File: config.mk
export PLATFORM = sky130hd
export DESIGN_NAME = pdps_ctrl
export DESIGN_NICKNAME = d
export VERILOG_FILES = /design/src/rtl/pdps_pkg.sv /design/src/rtl/pdps_ctrl.sv
export SDC_FILE = /design/constraint.sdc
export NUM_CORES = 1
export LEC_CHECK = 0
export BUFFER_PORTS_ARGS = -buffer_cell sky130_fd_sc_hd__buf_4
export CORE_UTILIZATION = 30
export DETAILED_ROUTE_END_ITERATION = 10
export GPL_ROUTABILITY_DRIVEN = 0
export PLACE_DENSITY = 0.59
export SYNTH_ARGS = -nofsm -noshare
export SYNTH_HDL_FRONTEND = slang
export SYNTH_SLANG_ARGS = --single-unit
File: constraint.sdc
create_clock -name clock -period 1 [get_ports clock]
set_input_delay 0.05 -clock clock [delete_from_list [all_inputs] [get_ports clock]]
set_output_delay 0.05 -clock clock [all_outputs]
set_load 0.01 [all_outputs]
File: src/rtl/pdps_pkg.sv
// Package for the partitioned dirty page set: sizes, key mixing constants,
// result codes and the command/status structs between controller and datapath.
// No dependencies.
package pdps_pkg;

   // Default geometry
   localparam int unsigned PARTITIONS_DEF = 8;
   localparam int unsigned SLOTS_DEF      = 256;

   // Key layout and mixing
   localparam int unsigned KEY_W      = 64;
   localparam int unsigned HALF_W     = 32;
   localparam int unsigned SLOT_SHIFT = 7;
   localparam logic [KEY_W-1:0] MIX_MULT = 64'h9E37_79B9_7F4A_7C15;

   // mark_status codes
   localparam logic [1:0] ST_CHECK    = 2'd0;
   localparam logic [1:0] ST_INSERTED = 2'd1;
   localparam logic [1:0] ST_PRESENT  = 2'd2;
   localparam logic [1:0] ST_FULL     = 2'd3;

   // Multiplier operand selection
   localparam logic [1:0] MUL_LL = 2'd0;   // key low  x mult low
   localparam logic [1:0] MUL_HL = 2'd1;   // key high x mult low
   localparam logic [1:0] MUL_LH = 2'd2;   // key low  x mult high

   // Store update at the end of a probe
   localparam logic [1:0] ACT_NONE    = 2'd0;
   localparam logic [1:0] ACT_INSERT  = 2'd1;
   localparam logic [1:0] ACT_SETFULL = 2'd2;

   // Controller to datapath
   typedef struct packed {
      logic       clear;      // clearing sweep step
      logic       capture;    // latch the request
      logic [1:0] mul_sel;
      logic       acc_init;   // take the low x low product
      logic       acc_add;    // add a cross product into the high half
      logic       mix;        // last cross product, fold halves
      logic       mod_step;   // partition / slot reduction step
      logic       issue;      // first slot read
      logic       advance;    // step to the next slot
      logic       finish;     // result transfer and store update
      logic [1:0] act;
      logic       rsp_dirty;
      logic [1:0] rsp_status;
   } pdps_cmd_type;

   // Datapath to controller
   typedef struct packed {
      logic clear_done;
      logic mod_done;
      logic is_mark;
      logic hit;
      logic empty;
      logic full;
      logic at_ceiling;
      logic exhausted;
   } pdps_status_type;

endpackage

File: src/rtl/pdps_ctrl.sv
// Controller of the partitioned dirty page set: sequences clearing, key
// mixing, reduction and the linear probe, and decides each result.
// Depends on pdps_pkg.
module pdps_ctrl (
   input  logic                      clock,
   input  logic                      reset,
   input  logic                      start,
   output logic                      busy,
   input  pdps_pkg::pdps_status_type status,
   output pdps_pkg::pdps_cmd_type    cmd
);
   import pdps_pkg::*;

   localparam logic [3:0] S_CLEAR = 4'd0;
   localparam logic [3:0] S_IDLE  = 4'd1;
   localparam logic [3:0] S_MUL0  = 4'd2;
   localparam logic [3:0] S_MUL1  = 4'd3;
   localparam logic [3:0] S_MUL2  = 4'd4;
   localparam logic [3:0] S_MIX   = 4'd5;
   localparam logic [3:0] S_MOD   = 4'd6;
   localparam logic [3:0] S_ISSUE = 4'd7;
   localparam logic [3:0] S_PROBE = 4'd8;

   logic [3:0] state_ff;
   logic [3:0] state_in;

   assign busy = (state_ff != S_IDLE);

   // Next state and commands
   always_comb begin
      state_in = state_ff;
      cmd      = '0;
      cmd.mul_sel = MUL_LL;
      cmd.act     = ACT_NONE;
      cmd.rsp_status = ST_CHECK;
      unique case (state_ff)
         S_CLEAR: begin
            cmd.clear = 1'b1;
            if (status.clear_done) state_in = S_IDLE;
         end
         S_IDLE: begin
            if (start) begin
               cmd.capture = 1'b1;
               state_in    = S_MUL0;
            end
         end
         S_MUL0: begin
            cmd.mul_sel = MUL_LL;
            state_in    = S_MUL1;
         end
         S_MUL1: begin
            cmd.mul_sel  = MUL_HL;
            cmd.acc_init = 1'b1;
            state_in     = S_MUL2;
         end
         S_MUL2: begin
            cmd.mul_sel = MUL_LH;
            cmd.acc_add = 1'b1;
            state_in    = S_MIX;
         end
         S_MIX: begin
            cmd.mix  = 1'b1;
            state_in = S_MOD;
         end
         S_MOD: begin
            cmd.mod_step = 1'b1;
            if (status.mod_done) state_in = S_ISSUE;
         end
         S_ISSUE: begin
            cmd.issue = 1'b1;
            state_in  = S_PROBE;
         end
         S_PROBE: begin
            // Order matters: full flag, then match, then empty slot
            priority if (status.full) begin
               cmd.finish     = 1'b1;
               cmd.rsp_dirty  = !status.is_mark;
               cmd.rsp_status = status.is_mark ? ST_FULL : ST_CHECK;
            end else if (status.hit) begin
               cmd.finish     = 1'b1;
               cmd.rsp_dirty  = !status.is_mark;
               cmd.rsp_status = status.is_mark ? ST_PRESENT : ST_CHECK;
            end else if (status.empty) begin
               cmd.finish = 1'b1;
               if (status.is_mark && status.at_ceiling) begin
                  cmd.act        = ACT_SETFULL;
                  cmd.rsp_status = ST_FULL;
               end else if (status.is_mark) begin
                  cmd.act        = ACT_INSERT;
                  cmd.rsp_status = ST_INSERTED;
               end
            end else if (status.exhausted) begin
               cmd.finish = 1'b1;
               if (status.is_mark) begin
                  cmd.act        = ACT_SETFULL;
                  cmd.rsp_status = ST_FULL;
               end else begin
                  cmd.rsp_dirty = 1'b1;
               end
            end else begin
               cmd.advance = 1'b1;
            end
            if (cmd.finish) state_in = S_IDLE;
         end
         default: begin
            state_in = S_IDLE;
         end
      endcase
   end

   // State register, reset starts the clearing sweep
   always_ff @(posedge clock) begin
      if (reset) begin
         state_ff <= S_CLEAR;
      end else begin
         state_ff <= state_in;
      end
   end

endmodule

; Word-level counts from Yosys, hierarchy flattened
; Index checks and enable logic that the tools add are counted.
[classes]
eq_ne = 13
n_mux = 36
n_reduce_logical = 4
[op_table]
columns = cell, n
row1 = $pmux 4 s9, 1
row2 = $mux 1, 18
row3 = $eq 4x3->1 const B, 4
row4 = $mux 4, 4
row5 = $mux 2, 7
row6 = $mux 3, 3
row7 = $eq 4x2->1 const B, 2
row8 = $ne 2x2->1 const B, 4
row9 = $mux 7, 1
row10 = $mux 6, 1
row11 = $eq 4x1->1 const B, 1
row12 = $eq 4x4->1 const B, 1
row13 = $logic_not 4->1, 1
row14 = $ne 4x1->1 const B, 1
row15 = $pmux 2 s2, 1
row16 = $reduce_and 4->1, 1
row17 = $logic_and 1x1->1, 1
row18 = $logic_not 1->1, 1
[totals]
ff_bits = 4
inputBits = 11
output_inout_bits = 17
word_cells = 54

; Logic depth before layout (Yosys ltp)
; Gate-level depths: netlist (run 1).
[depth]
ltp_word = 8
ltp_mapped = 4
ltp_nobuf = 3

; Least setup slack after synthesis (run 1)
; No wires, ideal clock.
[synth_timing]
path_type = register -> output
startpoint = register state_ff[2]
endpoint = output cmd[4] (netlist bit)
t_arrival_ns = 1.023
required_ns = 0.950
slack_ns = -0.073
stages_incl_launch_ff = 4
path_buffers = 0
cell_sequence = dfxtp_1 > nor4b_4 > nand2_2 > nor4_2
[synth_lines]
columns = element, line_no
row1 = "start, declared", pdps_ctrl.sv:24  ; logic [3:0] state_ff;
row2 = "start signal, assigned", pdps_ctrl.sv:116  ; state_ff <= state_in;
row3 = "end, declared", pdps_ctrl.sv:10  ; output pdps_pkg::pdps_cmd_type cmd

==> results of run 1 <==
[worst max-delay path: cells and delay by family (launching register included)]
| family | cells | cell delay, ns |
|---|---|---|
| simple gates | 3 | 0.62 |
| flops | 1 | 0.35 |
| buf+inv | 1 | 0.15 |
[cells by family (layout without fill, tap and decap cells)]
kind of cell / after synthesis / after routing / synth area share, %
simple gates: 33 / 33 / 52.2
compound gates: 11 / 11 / 18.8
buf+inv: 6 / 50 / 9.39
flops: 4 / 4 / 17.7
xor+xnor: 1 / 1 / 1.93
[through the flow]
stage	util, %	instance area (um2)	setup WS, ns	power [uW]	TNS (ns)
floorplan	-	483	-0.0328	308	-0.0576
detailed placement	53.8	726	-0.175	409	-1.22
CTS	67.2	907	-0.419	687	-5.29
global placement	53.8	726	-0.159	409	-1.14
global route	75.3	1020	-0.477	774	-6.56
finish	75.3	1020	-0.405	712	-5.24
[report_power, final]
| part | internal, uW | switching, uW | total (uW) | leakage, uW |
|---|---|---|---|---|
| clock | 134 | 60.1 | 194 | 0.0000138 |
| sequential | 168 | 12.4 | 181 | 0.0000344 |
| combinational | 186 | 152 | 337 | 0.000390 |
[cells in the mapped netlist, drive strengths merged]
cell,n
nor3,5
buf,4
and3,1
nor4b,2
a21oi,3
o21ba,1
nand2b,4
nor2,7
a21boi,1
a211oi,2
o211ai,1
o311ai,1
xor2,1
dfxtp,4
o21bai,1
and2,1
nor4,3
nand2,5
and2b,1
o2bb2ai,1
nor3b,2
nand3b,2
inv,2
[path summary, 6_finish.rpt]
path                            start                        to  slack (ns)  cells after the start
max reg2reg  state_ff[1]$_SDFFE_PP0P_  state_ff[0]$_SDFFE_PP0P_       -0.23                      6
min reg2reg  state_ff[3]$_SDFFE_PP0P_  state_ff[1]$_SDFFE_PP0P_        0.63                      2
min                         status[7]  state_ff[0]$_SDFFE_PP0P_        0.17                      3
max          state_ff[1]$_SDFFE_PP0P_                    cmd[4]       -0.40                      4
[area by class of cell]
type,instances,area [um2],share of cell area [%]
Sequential cell,4,88.8,8.73
Tap cell,15,18.8,1.85
Inverter,2,20.0,1.97
Timing Repair Buffer,45,403,39.6
Clock buffer,3,22.5,2.21
Multi-Input combinational cell,45,464,45.6
[routing by layer]
metal  vias up  GRT usage [%]  wire length [um]
li1        291              -                 -
met2         9           29.3               759
met1       266           25.6               646
met3         0           3.26                32
met5         -              0                 0
met4         0           10.0                 0
[timing repair]
action / in CTS / in global routing
hold buffers: 1 / 0
pin swaps: 15 / 10
setup endpoints to repair: 21 / 21
resized for setup: 23 / 21
hold endpoints to repair: 3 / 0
setup buffers: 6 / 3
==> results.txt, run 1 <==
----------------------------------------------------
[Final layout]
  Most common cell after layout, fill and taps aside ... sky130_fd_sc_hd__buf_4
  Antenna diodes ... 0
  Layout-stage area growth over the synthesis result ... 125%
  Top library cells by usage in the layout, fill and taps aside ... sky130_fd_sc_hd__buf_4 (32), sky130_fd_sc_hd__buf_6 (10)
  Flip-flop count of the largest register, all copies and words added ... 4
  Fill cell count ... 90
  Share of cells above drive strength 1 ... 77.8%
  Largest registers ... state_ff: 4 flops
  Largest Register ... state_ff
  Final instance count without filler cells ... 114
  Final layout net count ... 112

[Run status]
  Failing checks ... negative setup slack
  Run status ... finished, violations left

[Synth]
  Post-Synthesis Net Count ... 66
  Share of the yosys chip area belonging to registers ... 17.7%
  Cells after Synth ... 55
  Cell Area, Synth ... 453 um2
  Fraction of synthesized cell area taken by the top area cell type ... 17.7%
  Number of synthesized register bits ... 4
  Number of distinct library cell variants in the gate-level netlist after synthesis ... 31
  Largest area contributor in the netlist ... sky130_fd_sc_hd__dfxtp_1
  Yosys Warn Count ... 0
  Cell types occupying the most area after synthesis ... sky130_fd_sc_hd__dfxtp_1 (18%), sky130_fd_sc_hd__nor2_1 (5.8%), sky130_fd_sc_hd__nand2b_1 (5.5%)
  Avg Cell Area, Syn ... 8.24 um2

[Global route]
  Remaining Overflow, GRT ... 0
  Maximum number of pins on one net before global-route repair ... 12
  Initial antenna violation count ... 0
  Vias in the first global route ... 494
  Global-route wire length before repair ... 2060 um
  GRT Overall Usage ... 19.3%

[Clock network]
  CTS sink cnt ... 4
  Insertion delay of the later-clocked pin in the worst-skew pair ... 0.23 ns
  Total number of H-tree levels ... 1
  Num CTS Buffers ... 3
  Clk root buf ... sky130_fd_sc_hd__clkbuf_4
  Clock Path Buffers ... 2
  CTS tree ... built
  Clock-pin slew reported for the worst setup and hold paths after clock tree synthesis ... 0.03 ns

[Detailed routing]
  Via density per instance ... 4.96
  Total length of routed wires ... 1440 um
  DRC violation count after routing ... 0
  First DRT Iteration DRCs ... 0
  Total via count in the routed design ... 566
  Routed wirelength normalized by instance count ... 12.6 um
  Number of antenna-violating nets in the routed design ... 0
  Drt pass-1 iters ... 1

[STA]
  Worst Tran Pin Value ... 0.292 ns
  Setup repair after global routing missed its margin ... true
  Crit path setup slack, layout ... -0.405 ns
  Worst Skew ... 0.00210 ns
  Fin Hold WS ... 0.165 ns
  Period Utilization, post-route ... 140%
  Final hold vios ... 0
  Remaining max-slew budget at the tightest pin ... 80.2%
  Final max-slew violation count ... 0
  Final critical path time including I/O delays and setup ... 1.40 ns
  Peak Freq ... 712 MHz
  Finish-stage setup viols ... 21

[Floorplan]
  Number of top-level pins ... 28
  Die width ... 40.9 um
  Initial Utilization ... 33.5%
  Die area ... 1670 um2
  Placeable core area ... 1350 um2
  Die height ... 40.9 um
  Standard-cell rows ... 13

[Placed design]
  Number of placed cells counting well taps ... 101
  HPWL after DPL ... 940 um
  Total of buffers placed on input and output ports ... 27

[Worst setup path]
  Worst EP required ... 0.95 ns
  Critical Path Slowest Stage Cell ... sky130_fd_sc_hd__dfxtp_4
  Arrival time worst endpoint ... 1.35 ns
  CP Launch Type ... flip-flop
  Crit Path Category ... reg -> out
  Nature of the critical path endpoint ... primary output
  CP Cell Sequence ... nor4b_4, nand2_2, nor4_4, buf_4
  Maximum single-stage delay on the critical path ... 0.35 ns
  Largest fanout of any net on the critical path ... 4

[Pwr]
  Leakage dissipation ... 0.000438 uW
  Power density normalized to cell area ... 700 nW/um2
  VDD IR max ... 0.557 mV

[Flow run]
  # Max-Cap Violations ... 0

[Hold path]
  Class of the worst hold path ... in -> reg

----------------------------------------------------
(Power assumes the default switching activity.)
==> run 2: changes to the inputs <==
REMOVE_ABC_BUFFERS = 1   (was unset)
==> run 2 against run 1 <==
  * The flow still finishes with violations (negative setup slack)
  * Non-clock buffer count is 2 higher
  * Register-to-register slack improved by 0.06 ns
  * Sequential share of layout area down 0.53 points
  * Die area unchanged
  * Combinational power increased by 4%
  * Clock power is essentially flat
  * First-iteration DRC count rose by 6
  * Count of clock-buffer cells in the layout did not move
  * Critical path depth is the same
  * Largest power group unchanged
  * Highest routed layer is now met4
==> results.txt, run 2 (synthesis results as in run 1) <==
----------------------------------------------------
[Hold path]
  Min-Delay Startpoint ... status[7]
  Class of the worst hold path ... in -> reg
  Depth of the worst hold-timing path ... 3 (unchanged)

[Final layout]
  Final cell utilization of the core ... 75.7% (+0.37 points)
  Layout-stage area growth over the synthesis result ... 126%
  Most common cell after layout, fill and taps aside ... sky130_fd_sc_hd__buf_4
  Antenna diodes ... 0 (unchanged)
  Final layout net count ... 114 (+1.8%)
  Share of cells above drive strength 1 ... 80.2% (+2.4 points)
  Largest registers ... state_ff: 4 flops
  Flip-flop count of the largest register, all copies and words added ... 4 (unchanged)
  Final instance count without filler cells ... 116 (+1.8%)
  Top library cells by usage in the layout, fill and taps aside ... sky130_fd_sc_hd__buf_4 (33), sky130_fd_sc_hd__buf_6 (12), sky130_fd_sc_hd__nor3_2 (4), sky130_fd_sc_hd__nor2_1 (4)
  Largest Register ... state_ff

[Detailed routing]
  Via density per instance ... 5.13 (+3.3%)
  Drt pass-1 iters ... 2 (+1)
  Total length of routed wires ... 1540 um (+7.2%)
  First DRT Iteration DRCs ... 6 (+6)
  DRC violation count after routing ... 0 (unchanged)
  Routed wirelength normalized by instance count ... 13.3 um (+5.4%)
  Number of antenna-violating nets in the routed design ... 0 (unchanged)
  Total via count in the routed design ... 595 (+5.1%)

[STA]
  Period Utilization, post-route ... 140% (-0.79 points)
  Crit path setup slack, layout ... -0.397 ns (+0.00795 ns)
  Peak Freq ... 716 MHz (+0.57%)
  Worst Skew ... 0.00124 ns (-0.000860 ns)
  Fin Hold WS ... 0.124 ns (-0.0408 ns)
  Setup repair after global routing missed its margin ... true
  Final hold vios ... 0 (unchanged)
  Final critical path time including I/O delays and setup ... 1.40 ns (-0.00795 ns)
  Final max-slew violation count ... 0 (unchanged)
  Worst Tran Pin Value ... 0.387 ns (+0.0948 ns)
  Remaining max-slew budget at the tightest pin ... 74.1% (-6.1 points)
  Finish-stage setup viols ... 20 (-4.8%)

[Clock network]
  Num CTS Buffers ... 3 (unchanged)
  Insertion delay of the later-clocked pin in the worst-skew pair ... 0.23 ns (about the same)
  Clock Path Buffers ... 2 (unchanged)
  CTS sink cnt ... 4 (unchanged)
  Clk root buf ... sky130_fd_sc_hd__clkbuf_4
  Clock-pin slew reported for the worst setup and hold paths after clock tree synthesis ... 0.04 ns (about the same)
  CTS tree ... built
  Total number of H-tree levels ... 1 (unchanged)

[Global route]
  Initial antenna violation count ... 0 (unchanged)
  GRT Overall Usage ... 17.2% (-2.1 points)
  Vias in the first global route ... 485 (-1.8%)
  Remaining Overflow, GRT ... 0 (unchanged)
  Global-route wire length before repair ... 1900 um (-7.7%)
  Maximum number of pins on one net before global-route repair ... 13 (+1)

[Floorplan]
  Die height ... 40.9 um (unchanged)
  Placeable core area ... 1350 um2 (unchanged)
  Initial Utilization ... 33.5% (unchanged)
  Standard-cell rows ... 13 (unchanged)
  Number of top-level pins ... 28 (unchanged)
  Die width ... 40.9 um (unchanged)
  Die area ... 1670 um2 (unchanged)

[Worst setup path]
  Worst EP required ... 0.95 ns (about the same)
  Arrival time worst endpoint ... 1.35 ns (about the same)
  Family with the most delay on the worst path ... simple AND/OR/NAND/NOR gates
  Startpoint of the most critical setup path ... state_ff[0]$_SDFFE_PP0P_
  Largest fanout of any net on the critical path ... 2 (-2)
  Count of buffer and inverter cells on the critical path ... 1 (unchanged)
  Nature of the critical path endpoint ... primary output
  Cell depth of the worst flop-to-flop path ... 5 (-1)
  Crit Path Category ... reg -> out
  Critical Path Stages ... 4 (unchanged)
  FF-to-FF Start ... state_ff[2]$_SDFFE_PP0P_
  CP Launch Type ... flip-flop
  CP Cell Sequence ... nor4b_4, nand2_2, nor4_2, buf_4
  Maximum single-stage delay on the critical path ... 0.33 ns (-0.02 ns)
  Critical Path Slowest Stage Cell ... sky130_fd_sc_hd__dfxtp_2

[Run status]
  Run status ... finished, violations left
  Failing checks ... negative setup slack

[Placed design]
  Number of placed cells counting well taps ... 99 (-2.0%)
  Worst setup slack after placement ... -0.178 ns (-0.00228 ns)
  Total of buffers placed on input and output ports ... 27 (unchanged)
  HPWL after DPL ... 905 um (-3.7%)

[Pwr]
  VDD IR max ... 0.612 mV (+9.8%)
  Leakage dissipation ... 0.000456 uW (+3.9%)
  Power density normalized to cell area ... 711 nW/um2 (+1.5%)
  Power Total ... 727 uW (+2.0%)

[Flow run]
  # Max-Cap Violations ... 0 (unchanged)

----------------------------------------------------
run 2: cell types whose count changed in the layout (fill, tap and decap cells not counted), sizes merged:
| cell | before | now |
|---|---|---|
| clkinv | 1 | 0 |
| inv | 1 | 2 |
| buf | 44 | 46 |
run 2: layout make-up:
cell class	instances	area, um2
Multi-Input combinational cell	45	477
Timing Repair Buffer	47	413
Fill cell	102	328
Sequential cell	4	83.8
Clock buffer	3	22.5
Tap cell	15	18.8
Inverter	2	7.51
run 2: report_power, final:
part	switching, uW	internal, uW	total [uW]
Sequential	11.4	172	183
Clock	59.7	134	194
Combinational	155	195	350
Total	227	500	727
run 2: metrics by stage:
stage                     TNS [ns]  area, um2
after CTS                    -4.80        882
final                        -4.75       1020
after global routing         -5.79       1020
after global placement      -0.933        684
after detailed placement     -1.06        684
after floorplan              -1.07        418
run 2: final timing paths:
path / endpoint / slack, ns
max: cmd[4] / -0.40
min: state_ff[0]$_SDFFE_PP0P_ / 0.12
max reg2reg: state_ff[0]$_SDFFE_PP0P_ / -0.17
min reg2reg: state_ff[1]$_SDFFE_PP0P_ / 0.65
run 2: worst min-delay path: stages:
cell and delay, ns:
sky130_fd_sc_hd__buf_4 0.09, sky130_fd_sc_hd__o311ai_4 0.07, sky130_fd_sc_hd__a21oi_1 0.10
run 2: layer usage:
metal  up-vias  track usage (%)  share of wire, %
met5         -                0                 0
met4         0             5.00              0.84
met3         2             1.63               4.6
met2        22             34.0                59
met1       280             18.6                36
li1        291                -                 -
run 2: what timing repair did:
item                                    in CTS  in global routing
pin swaps                                   12                 10
resized for setup                           27                 21
endpoints found under the setup margin      19                 21
hold buffers                                 1                  0
endpoints found under the hold margin        2                  0
setup buffers                                7                  7
==> run 3: changes to the inputs <==
CTS_BUF_LIST = sky130_fd_sc_hd__clkbuf_8   (was unset)
==> run 3 against run 2 <==
  * The run still ends with negative setup slack left
  * Total power increased by 22%
  * Count of clock-buffer cells in the layout did not move
  * Worst setup slack improved by 0.036 ns
  * Global-route usage is 4.7 points higher
  * Non-clock buffer count fell by 2
  * Critical path depth stayed put
  * Sequential power barely moved
  * Core utilization grew 3.2 points
  * Die area is the same
  * Via count rose by 0.50%
  * Routed wire length up 3.4%
  * Register-to-register slack worse by 0.07 ns
  * Critical path type unchanged
  * Largest power group unchanged
==> results.txt, run 3 (synthesis results as in run 1) <==
----------------------------------------------------
[Run status]
  Run status ... finished, violations left
  Failing checks ... negative setup slack

[Worst setup path]
  Crit Path Category ... reg -> out
  CP Cell Sequence ... nor4b_4, nand2_2, nor4_2, buf_4
  Endpoint of the most critical register-to-register path ... state_ff[0]$_SDFFE_PP0P_
  Critical Path Slowest Stage Cell ... sky130_fd_sc_hd__dfxtp_2
  Count of buffer and inverter cells on the critical path ... 1 (unchanged)
  Family with the most delay on the worst path ... simple AND/OR/NAND/NOR gates
  Startpoint of the most critical setup path ... state_ff[2]$_SDFFE_PP0P_
  Internal reg-to-reg setup slack ... -0.24 ns (-0.07 ns)
  FF-to-FF Start ... state_ff[2]$_SDFFE_PP0P_
  Worst EP required ... 0.95 ns (about the same)
  Largest fanout of any net on the critical path ... 2 (unchanged)
  Maximum single-stage delay on the critical path ... 0.33 ns (about the same)
  Cell depth of the worst flop-to-flop path ... 6 (+1)
  CP Launch Type ... flip-flop
  Nature of the critical path endpoint ... primary output
  Arrival time worst endpoint ... 1.31 ns (-0.04 ns)

[STA]
  Setup tns final ... -4.83 ns (-0.0874 ns)
  Final critical path time including I/O delays and setup ... 1.36 ns (-0.0362 ns)
  Remaining max-slew budget at the tightest pin ... 74.4% (+0.31 points)
  Worst Tran Pin Value ... 0.383 ns (-0.00457 ns)
  Final hold vios ... 0 (unchanged)
  Finish-stage setup viols ... 21 (+5.0%)
  Peak Freq ... 735 MHz (+2.7%)
  Worst Skew ... 0.00313 ns (+0.00189 ns)
  Setup repair after global routing missed its margin ... true
  Period Utilization, post-route ... 136% (-3.6 points)
  Final max-slew violation count ... 0 (unchanged)
  Crit path setup slack, layout ... -0.361 ns (+0.0362 ns)

[Detailed routing]
  Via density per instance ... 5.25 (+2.3%)
  Routed wirelength normalized by instance count ... 14.0 um (+5.2%)
  Uppermost metal layer occupied by signal nets ... met4
  Met2 wire length ... 902 um (-0.33%)
  Metal3 WL ... 91 um (+28%)
  Drt pass-1 iters ... 4 (+2)
  Total via count in the routed design ... 598 (+0.50%)
  Metal-1 WL ... 579 um (+5.3%)
  DRC violation count after routing ... 0 (unchanged)
  Total length of routed wires ... 1590 um (+3.4%)
  First DRT Iteration DRCs ... 9 (+3)
  Number of antenna-violating nets in the routed design ... 0 (unchanged)

[Final layout]
  Top library cells by usage in the layout, fill and taps aside ... sky130_fd_sc_hd__buf_4 (28), sky130_fd_sc_hd__buf_6 (14)
  Final layout net count ... 112 (-1.8%)
  Share of cells above drive strength 1 ... 83.8% (+3.6 points)
  Layout-stage area growth over the synthesis result ... 135%
  Post-layout instance area ... 1060 um2 (+4.2%)
  Largest Register ... state_ff
  Most common cell after layout, fill and taps aside ... sky130_fd_sc_hd__buf_4
  Antenna diodes ... 0 (unchanged)
  Largest registers ... state_ff: 4 flops
  Flip-flop count of the largest register, all copies and words added ... 4 (unchanged)

[Clock network]
  Clock Path Buffers ... 2 (unchanged)
  Clk root buf ... sky130_fd_sc_hd__clkbuf_8
  Clock-pin slew reported for the worst setup and hold paths after clock tree synthesis ... 0.03 ns (about the same)
  CTS tree ... built
  Total number of H-tree levels ... 1 (unchanged)
  Insertion delay of the later-clocked pin in the worst-skew pair ... 0.22 ns (about the same)
  CTS sink cnt ... 4 (unchanged)
  Num CTS Buffers ... 3 (unchanged)

[Flow run]
  # Max-Cap Violations ... 0 (unchanged)

[Hold path]
  Min-Delay Startpoint ... reset
  Depth of the worst hold-timing path ... 2 (-1)
  Class of the worst hold path ... in -> reg
  End point of the most critical hold path ... state_ff[1]$_SDFFE_PP0P_

[Floorplan]
  Number of top-level pins ... 28 (unchanged)
  Die area ... 1670 um2 (unchanged)
  Die height ... 40.9 um (unchanged)
  Die width ... 40.9 um (unchanged)
  Placeable core area ... 1350 um2 (unchanged)
  Initial Utilization ... 33.5% (unchanged)
  Standard-cell rows ... 13 (unchanged)

[Pwr]
  Power Total ... 887 uW (+22%)
  Power density normalized to cell area ... 833 nW/um2 (+17%)
  Leakage dissipation ... 0.000463 uW (+1.6%)
  VDD IR max ... 0.685 mV (+12%)

[Placed design]
  HPWL after DPL ... 905 um (unchanged)
  Cell Area, Placed ... 684 um2 (unchanged)
  Total of buffers placed on input and output ports ... 27 (unchanged)

[Global route]
  Maximum number of pins on one net before global-route repair ... 13 (unchanged)
  Vias in the first global route ... 552 (+14%)
  GRT Overall Usage ... 21.9% (+4.7 points)
  Remaining Overflow, GRT ... 0 (unchanged)
  Global-route wire length before repair ... 2310 um (+21%)
  Initial antenna violation count ... 0 (unchanged)

----------------------------------------------------
==> run 3: cell types whose count changed in the layout (fill, tap and decap cells not counted), moves of 2 or more <==
cell                       change
sky130_fd_sc_hd__nor2_1        -2
sky130_fd_sc_hd__nor2_4        +2
sky130_fd_sc_hd__buf_4         -5
sky130_fd_sc_hd__clkbuf_8      +3
sky130_fd_sc_hd__buf_8         +2
sky130_fd_sc_hd__clkbuf_4      -3
sky130_fd_sc_hd__buf_6         +2
==> run 3: stage by stage <==
| stage | std cells | hold slack, ns | util (%) | setup WS, ns |
|---|---|---|---|---|
| final | 114 | 0.0212 | 78.9 | -0.361 |
| after global routing | 114 | 0.0249 | 78.9 | -0.448 |
| after CTS | 111 | 0.0101 | 70.3 | -0.400 |
| after detailed placement | 99 | 0.244 | 50.7 | -0.178 |
| after global placement | 99 | 0.249 | 50.7 | -0.155 |
| after floorplan | 51 | 0.119 | - | -0.248 |
==> run 3: repair_timing <==
item	in CTS	in global routing
pin swaps	16	14
hold buffers	0	0
resized for setup	38	20
setup buffers	9	5
endpoints found under the hold margin	0	0
setup endpoints to repair	19	21
==> run 3: per-layer routing <==
layer  GRT usage, %  vias up
li1               -      286
met1           21.5      287
met2           42.2       23
met3           3.26        2
met4           12.5        0
met5              0        -
==> run 3: cell type report <==
cell class                 count  area [um2]
sequential                     4        83.8
clock buffer                   3        41.3
inverter                       2        7.51
tap                           15        18.8
timing repair buffer          45         418
fill                          90         285
multi-input combinational     45         495
==> run 3: where the power goes <==
part           leakage [uW]  internal [uW]  switching, uW  total, uW
registers         0.0000338            172           10.9        183
clock network     0.0000216            256           81.7        338
logic              0.000407            203            163        366
==> run 3: worst max path at each step <==
stage                     slack, ns  cells past startpoint      to
after floorplan               -0.25                      3  cmd[4]
after CTS                     -0.40                      4  cmd[4]
after global placement        -0.15                      4  cmd[4]
final                         -0.36                      4  cmd[4]
after detailed placement      -0.18                      4  cmd[4]
after global routing          -0.45                      4  cmd[4]
